<file path="src/rhsv_pkg.sv">
// Shared types and constants for the RGB to HSV pixel converter.
`default_nettype none

package rhsv_pkg;

    localparam int PIX_W = 8;
    // quotient bits of each divider; two bits are resolved per stage
    localparam int QUO_W = 8;

    localparam logic [5:0]       HUE_SEXTANT   = 6'd42;
    localparam logic [PIX_W-1:0] HUE_OFF_RED   = 8'd0;
    localparam logic [PIX_W-1:0] HUE_OFF_GREEN = 8'd84;
    localparam logic [PIX_W-1:0] HUE_OFF_BLUE  = 8'd168;
    localparam logic [PIX_W-1:0] SAT_FULL      = 8'd255;

    typedef enum logic [1:0] {
        PICK_RED,
        PICK_GREEN,
        PICK_BLUE
    } pick_t;

    // after max/min selection
    typedef struct packed {
        logic [PIX_W-1:0] mx;
        logic [PIX_W-1:0] mn;
        pick_t            pick;
        logic             neg;
        logic [PIX_W-1:0] mag;
        logic [PIX_W-1:0] alpha;
    } sel_t;

    // side data that rides along the dividers
    typedef struct packed {
        pick_t            pick;
        logic             neg;
        logic             grey;
        logic             black;
        logic [PIX_W-1:0] bright;
        logic [PIX_W-1:0] alpha;
    } side_t;

endpackage

`default_nettype wire

</file>
<file path="src/rgb_to_hsv_pixel_top.sv">
// A pixel passes through the selection stage, the dividend stage, the divider stages and the output stage.
// Throughput: one pixel per cycle while m_tready does not stall it; the two dividers resolve two bits per stage.
// The whole pipeline holds while a finished result waits on m_tready.
// Reset: aresetn clears every stage valid bit; payload registers are not reset.
`default_nettype none

module rgb_to_hsv_pixel_top #(
    parameter int QUO_W = rhsv_pkg::QUO_W
) (
    input  wire logic        aclk,
    input  wire logic        aresetn,
    input  wire logic        s_tvalid,
    output logic             s_tready,
    input  wire logic [31:0] s_tdata,   // red, green, blue, alpha
    output logic             m_tvalid,
    input  wire logic        m_tready,
    output logic [31:0]      m_tdata    // hue, saturation, brightness, alpha_out
);

    localparam int PW      = rhsv_pkg::PIX_W;
    localparam int DVW     = PW + QUO_W;
    localparam int DIV_LAT = QUO_W / 2;
    localparam int NV      = DIV_LAT + 3;

    logic          advance;
    logic [NV-1:0] v_reg;

    assign advance  = !m_tvalid || m_tready;
    assign s_tready = advance;
    assign m_tvalid = v_reg[NV-1];

    always_ff @(posedge aclk) begin
        if (!aresetn) begin
            v_reg <= '0;
        end else if (advance) begin
            v_reg <= {v_reg[NV-2:0], s_tvalid};
        end
    end

    // stage 1: max with tie rules, min, signed hue numerator
    logic [PW-1:0] red, green, blue;
    rhsv_pkg::sel_t sel_next, sel_reg;
    logic [PW:0]    diff;

    assign red   = s_tdata[7:0];
    assign green = s_tdata[15:8];
    assign blue  = s_tdata[23:16];

    always_comb begin
        sel_next = '0;
        if (red > green) begin
            sel_next.mx   = red;
            sel_next.pick = rhsv_pkg::PICK_RED;
        end else begin
            sel_next.mx   = green;
            sel_next.pick = rhsv_pkg::PICK_GREEN;
        end
        if (!(sel_next.mx > blue)) begin
            sel_next.mx   = blue;
            sel_next.pick = rhsv_pkg::PICK_BLUE;
        end
        sel_next.mn = (red < green) ? red : green;
        if (blue < sel_next.mn) begin
            sel_next.mn = blue;
        end
        unique case (sel_next.pick)
            rhsv_pkg::PICK_RED:   diff = {1'b0, green} - {1'b0, blue};
            rhsv_pkg::PICK_GREEN: diff = {1'b0, blue} - {1'b0, red};
            rhsv_pkg::PICK_BLUE:  diff = {1'b0, red} - {1'b0, green};
            default:              diff = '0;
        endcase
        sel_next.neg   = diff[PW];
        sel_next.mag   = diff[PW] ? PW'(~diff + 1'b1) : diff[PW-1:0];
        sel_next.alpha = s_tdata[31:24];
    end

    always_ff @(posedge aclk) begin
        if (advance) begin
            sel_reg <= sel_next;
        end
    end

    // stage 2: chroma and scaled dividends
    rhsv_pkg::side_t side_next;
    logic [PW-1:0]   chroma;
    logic [DVW-1:0]  hue_dvd_next, sat_dvd_next;
    logic [DVW-1:0]  hue_dvd_reg, sat_dvd_reg;
    logic [PW-1:0]   chroma_reg, mx_reg;
    rhsv_pkg::side_t side_reg [DIV_LAT+1];

    always_comb begin
        chroma       = sel_reg.mx - sel_reg.mn;
        hue_dvd_next = {{QUO_W{1'b0}}, sel_reg.mag} * DVW'(rhsv_pkg::HUE_SEXTANT);
        sat_dvd_next = DVW'({sel_reg.mn, 8'd0} - {8'd0, sel_reg.mn});
        side_next.pick   = sel_reg.pick;
        side_next.neg    = sel_reg.neg;
        side_next.grey   = (chroma == '0);
        side_next.black  = (sel_reg.mx == '0);
        side_next.bright = sel_reg.mx;
        side_next.alpha  = sel_reg.alpha;
    end

    always_ff @(posedge aclk) begin
        if (advance) begin
            hue_dvd_reg <= hue_dvd_next;
            sat_dvd_reg <= sat_dvd_next;
            chroma_reg  <= chroma;
            mx_reg      <= sel_reg.mx;
            side_reg[0] <= side_next;
            for (int i = 1; i <= DIV_LAT; i++) begin
                side_reg[i] <= side_reg[i-1];
            end
        end
    end

    // dividers
    logic [QUO_W-1:0] hue_quo, sat_quo;

    rhsv_div #(.QW(QUO_W), .DW(PW)) u_hue_div (
        .aclk     (aclk),
        .en       (advance),
        .dividend (hue_dvd_reg),
        .divisor  (chroma_reg),
        .quotient (hue_quo)
    );

    rhsv_div #(.QW(QUO_W), .DW(PW)) u_sat_div (
        .aclk     (aclk),
        .en       (advance),
        .dividend (sat_dvd_reg),
        .divisor  (mx_reg),
        .quotient (sat_quo)
    );

    // output stage: sign, offset, saturation complement
    rhsv_pkg::side_t sd;
    logic [PW-1:0]   hue_off, hue_term;
    logic [PW-1:0]   hue_next, sat_next;
    logic [PW-1:0]   hue_reg, sat_reg, bright_reg, alpha_reg;

    assign sd = side_reg[DIV_LAT];

    always_comb begin
        unique case (sd.pick)
            rhsv_pkg::PICK_RED:   hue_off = rhsv_pkg::HUE_OFF_RED;
            rhsv_pkg::PICK_GREEN: hue_off = rhsv_pkg::HUE_OFF_GREEN;
            rhsv_pkg::PICK_BLUE:  hue_off = rhsv_pkg::HUE_OFF_BLUE;
            default:              hue_off = rhsv_pkg::HUE_OFF_RED;
        endcase
        hue_term = sd.neg ? PW'(~hue_quo + 1'b1) : PW'(hue_quo);
        hue_next = sd.grey ? '0 : PW'(hue_off + hue_term);
        sat_next = sd.black ? '0 : PW'(rhsv_pkg::SAT_FULL - PW'(sat_quo));
    end

    always_ff @(posedge aclk) begin
        if (advance) begin
            hue_reg    <= hue_next;
            sat_reg    <= sat_next;
            bright_reg <= sd.bright;
            alpha_reg  <= sd.alpha;
        end
    end

    assign m_tdata = {alpha_reg, bright_reg, sat_reg, hue_reg};

    // checks
    a_enter: assert property (@(posedge aclk) disable iff (!aresetn)
        s_tvalid && s_tready |=> v_reg[0])
        else $error("accepted transaction did not enter stage one");

    a_hold: assert property (@(posedge aclk) disable iff (!aresetn)
        !s_tready |=> $stable(v_reg))
        else $error("pipeline moved during a stall");

    a_black: assert property (@(posedge aclk) disable iff (!aresetn)
        m_tvalid && (m_tdata[23:16] == 8'd0) |-> (m_tdata[15:8] == 8'd0))
        else $error("black pixel with nonzero saturation");

endmodule

`default_nettype wire

</file>
<file path="src/rhsv_div.sv">
// Pipelined restoring divider, two quotient bits per stage.
`default_nettype none

module rhsv_div #(
    parameter int QW = rhsv_pkg::QUO_W,
    parameter int DW = rhsv_pkg::PIX_W
) (
    input  wire logic             aclk,
    input  wire logic             en,
    input  wire logic [DW+QW-1:0] dividend,   // must be below divisor * 2**QW
    input  wire logic [DW-1:0]    divisor,
    output logic      [QW-1:0]    quotient
);

    localparam int NS = QW / 2;
    localparam int RW = DW + QW;

    logic [RW-1:0] rem_reg [NS];
    logic [DW-1:0] dvs_reg [NS];
    logic [QW-1:0] quo_reg [NS];

    for (genvar s = 0; s < NS; s++) begin : g_stage
        localparam int KH = QW - 1 - 2 * s;
        localparam int KL = KH - 1;

        logic [RW-1:0] r_in;
        logic [DW-1:0] d_in;
        logic [QW-1:0] q_in;
        logic [RW-1:0] dh;
        logic [RW-1:0] dl;
        logic [RW-1:0] r_mid;
        logic [RW-1:0] rem_next;
        logic [QW-1:0] quo_next;
        logic          bh;
        logic          bl;

        if (s == 0) begin : g_first
            assign r_in = dividend;
            assign d_in = divisor;
            assign q_in = '0;
        end else begin : g_rest
            assign r_in = rem_reg[s-1];
            assign d_in = dvs_reg[s-1];
            assign q_in = quo_reg[s-1];
        end

        assign dh = {{QW{1'b0}}, d_in} << KH;
        assign dl = {{QW{1'b0}}, d_in} << KL;

        always_comb begin
            bh       = (r_in >= dh);
            r_mid    = bh ? (r_in - dh) : r_in;
            bl       = (r_mid >= dl);
            rem_next = bl ? (r_mid - dl) : r_mid;
            quo_next = q_in;
            quo_next[KH] = bh;
            quo_next[KL] = bl;
        end

        always_ff @(posedge aclk) begin
            if (en) begin
                rem_reg[s] <= rem_next;
                dvs_reg[s] <= d_in;
                quo_reg[s] <= quo_next;
            end
        end
    end

    assign quotient = quo_reg[NS-1];

endmodule

`default_nettype wire

</file>
<file path="config.mk">
export PLATFORM = sky130hd
export DESIGN_NAME = rgb_to_hsv_pixel_top
export DESIGN_NICKNAME = d
export VERILOG_FILES = /design/src/rhsv_pkg.sv /design/src/rgb_to_hsv_pixel_top.sv /design/src/rhsv_div.sv
export SDC_FILE = /design/constraint.sdc
export NUM_CORES = 1
export LEC_CHECK = 0
export ABC_AREA = 0
export BUFFER_PORTS_ARGS = -buffer_cell sky130_fd_sc_hd__buf_4
export CELL_PAD_IN_SITES_DETAIL_PLACEMENT = 1
export CELL_PAD_IN_SITES_GLOBAL_PLACEMENT = 2
export CORE_MARGIN = 2
export CORE_UTILIZATION = 45
export CTS_CLUSTER_SIZE = 12
export DETAILED_ROUTE_END_ITERATION = 16
export PLACE_DENSITY_LB_ADDON = 0.1
export SETUP_SLACK_MARGIN = 0.1
export SLEW_MARGIN = 20
export SYNTH_ARGS = -nofsm -noshare
export SYNTH_HDL_FRONTEND = slang
export SYNTH_HIERARCHICAL = 1
export SYNTH_SLANG_ARGS = --single-unit
export TNS_END_PERCENT = 20
</file>
<file path="constraint.sdc">
create_clock -name aclk -period 31.8 [get_ports aclk]
set_input_delay 4.77 -clock aclk [delete_from_list [all_inputs] [get_ports aclk]]
set_output_delay 4.77 -clock aclk [all_outputs]
set_load 0.1 [all_outputs]
</file>
==> results by group <==
GRT
  • First-pass GRT wire length: between 80 and 90 mm
  • Largest net degree at the start of global routing: 179
  • GRT Util Overall: roughly a fifth
  • Met3 Use GR: under 10%
  • Vias in the first global route: 16439
  • GR Util met1: a little over a quarter
  • Busiest metal layer after global routing: met2
  • Initial antenna violation count: 0
  • Total gr overflow: 0
  • Met2 Use GR: 33.0%

Layout
  • Multi-input gate area: 11100 um2
  • Max reg flops: between 90 and 100
  • Number of diodes: 0
  • Final core occ: approximately half
  • Layout cells sized above 1: 10.1%
  • FF/Latch Area: approximately 12000 um2
  • FILL cells: between 5000 and 6000
  • Commonest non-fill, non-tap cell in the layout: edfxtp_1
  • P&R area growth vs syn: 11.4%
  • Nets@finish: 2434
  • Most frequent cells in the layout: edfxtp_1, ha_1, inv_1

Worst hold path
  • Hold Crit Class: reg -> reg

Floorplanning
  • Core ar.: 52600 um2
  • Die Area: 54900 um2
  • Die width: 234 um
  • Die height: between 200 and 250 um
  • I/O pins: 70
  • Initial core utilization: 45.5%
  • Row cnt: 84

Clocking
  • TritonCTS buffer count: 44
  • Post-CTS Resized: 0
  • CTS tree: built
  • CTS max path bufs: 3
  • Clock Pin Slew Worst Setup and Hold Paths: 0.05 ns
  • CTS root buf: clkbuf_16
  • Clock sink total: 400
  • Cts-stage hold buffer count: 0
  • H-tree levels: 2
  • Worst-Skew Late Latency: between 0.5 and 0.6 ns
  • Setup bufs post-CTS: 0

Timing
  • RSZ-0062 raised after global routing: no
  • TNS Setup: 0 ns
  • Final slew viol count: 0
  • Max-slew headroom at the worst pin: 33.0%
  • Worst setup margin: 20.79 ns
  • Final Critical Period: 11.01 ns
  • FMAX: 0.0909 GHz
  • Fin Clk Skew: 0.0191 ns
  • # setup viols final: 0
  • Final hold violations: 0
  • Fin crit share: 34.6%
  • Worst-margin pin slew: 1.01 ns

Placement
  • Gpl congestion: roughly 0.86
  • Port bufs: 69
  • Pre-CTS setup slack: roughly 21 ns
  • Post-DP HPWL: 42.0 mm

Critical path
  • CP endpoint kind: output pin
  • Worst EP required: 27.03 ns
  • Critical setup path kind: in -> out
  • CP Launch Type: primary input
  • Crit path max fanout: 63
  • Critical Path AT: 6.24 ns

Route
  • Post-Route WL: 54.1 mm
  • Routed Antenna Nets: 0
  • Via-to-Cell Ratio: 5.48
  • DRT iter0 DRCs: approximately 820
  • Vias: 15804
  • WL/cell: ~19 um
  • Drt first pass iters: 5
  • Drc violations: 0

Logic synthesis
  • Top cell type's share of synthesized area: 49.4%
  • Yosys top cell by area: edfxtp_1
  • Largest family of logic cells by synthesized area: compound AO/OA/AOI/OAI gates
  • Asr flop ratio synth: 0%
  • Compound-Gate Fraction of Synth Area: between 10 and 15%
  • Yosys warning total: 6
  • Xor and xnor area share after synthesis: 4.38%
  • Netlist cell types: 101
  • Largest cells by area after synthesis: edfxtp_1, ha_1, inv_1
  • Seq/Total Area, Yosys: 50.0%
  • Gate Count Post-Synth: approximately 2100
  • Post-synth top flop: edfxtp_1
  • Mux contribution to synthesized area: 4.69%
  • Post-synth EDFFs: 393
  • Simple-gate portion of the synthesized area: 11.0%
  • Synth Area in Adders: between 10% and 20%
  • Syn Std Cell Area: 23900 um2
  • Syn Area/Cell: 11.6 um2
  • Synthesis-stage register bit count: 400

Flow run
  • MaxCap Viol Count: 0

Status
  • Status: completed
[per-stage QoR]
| stage | cell area [um2] | std cells | hold WS [ns] |
|---|---|---|---|
| 2_1_floorplan | 23900 | 2071 | 0.400 |
| 4_1_cts | 26600 | 2886 | 0.407 |
| 6_report | 26600 | 2886 | 0.410 |
| 3_3_place_gp | 25200 | 2810 | 0.400 |
| 5_1_grt | 26600 | 2886 | 0.409 |
| 3_5_place_dp | 25200 | 2810 | 0.405 |
[synth_stat cells, types with 27 or more instances]
master and count:
mux2_2 27, edfxtp_1 393, inv_1 198, nor3_1 43, a21oi_1 125, ha_1 208
o21ai_0 111, nor2b_1 39, nand4_1 30, nand2_1 104, o21a_1 36, nor2_1 141
mux2i_1 34, xor2_1 38, a21o_1 37, xnor2_1 76
[path summary, 6_finish.rpt]
check | from | slack, ns | depth (start not counted) | to
min | u_hue_div/quo_reg[1][5]$_DFFE_PP_ | 0.41 | 0 | u_hue_div/quo_reg[2][5]$_DFFE_PP_
max reg2reg | u_hue_div/dvs_reg[0][1]$_DFFE_PP_ | 26.05 | 17 | u_hue_div/rem_reg[1][9]$_DFFE_PP_
max | m_tready | 20.79 | 4 | s_tready
min reg2reg | u_hue_div/quo_reg[1][5]$_DFFE_PP_ | 0.41 | 0 | u_hue_div/quo_reg[2][5]$_DFFE_PP_
[logic make-up after synthesis]
logic type      after synthesis
mux                          97
xor+xnor                    117
other cells                   1
flops                       400
buf+inv                     227
compound gates              489
simple gates                503
fa+ha+maj                   230
[layer usage]
layer / up-vias / routed length (um)
met5: - / 0
met4: 0 / 1450
met3: 81 / 1590
met2: 184 / 25100
met1: 7670 / 25900
li1: 7869 / -
[critical path, stage by stage]
cell and delay, ns:
buf_4 0.11, nor2b_1 0.61, inv_8 0.36, buf_4 0.35
[cell type report]
class / count / area share [%]
Timing Repair Buffer: 75 / 2.16
Multi-Input combinational cell: 1444 / 41.7
Inverter: 203 / 2.89
Clock inverter: 20 / 0.691
Sequential cell: 400 / 44.9
Tap cell: 688 / 3.24
Clock buffer: 56 / 4.47
Power is left out: the tool's default activity adds up to more than one toggle a clock period on the data nets, which glitch-free logic cannot reach.
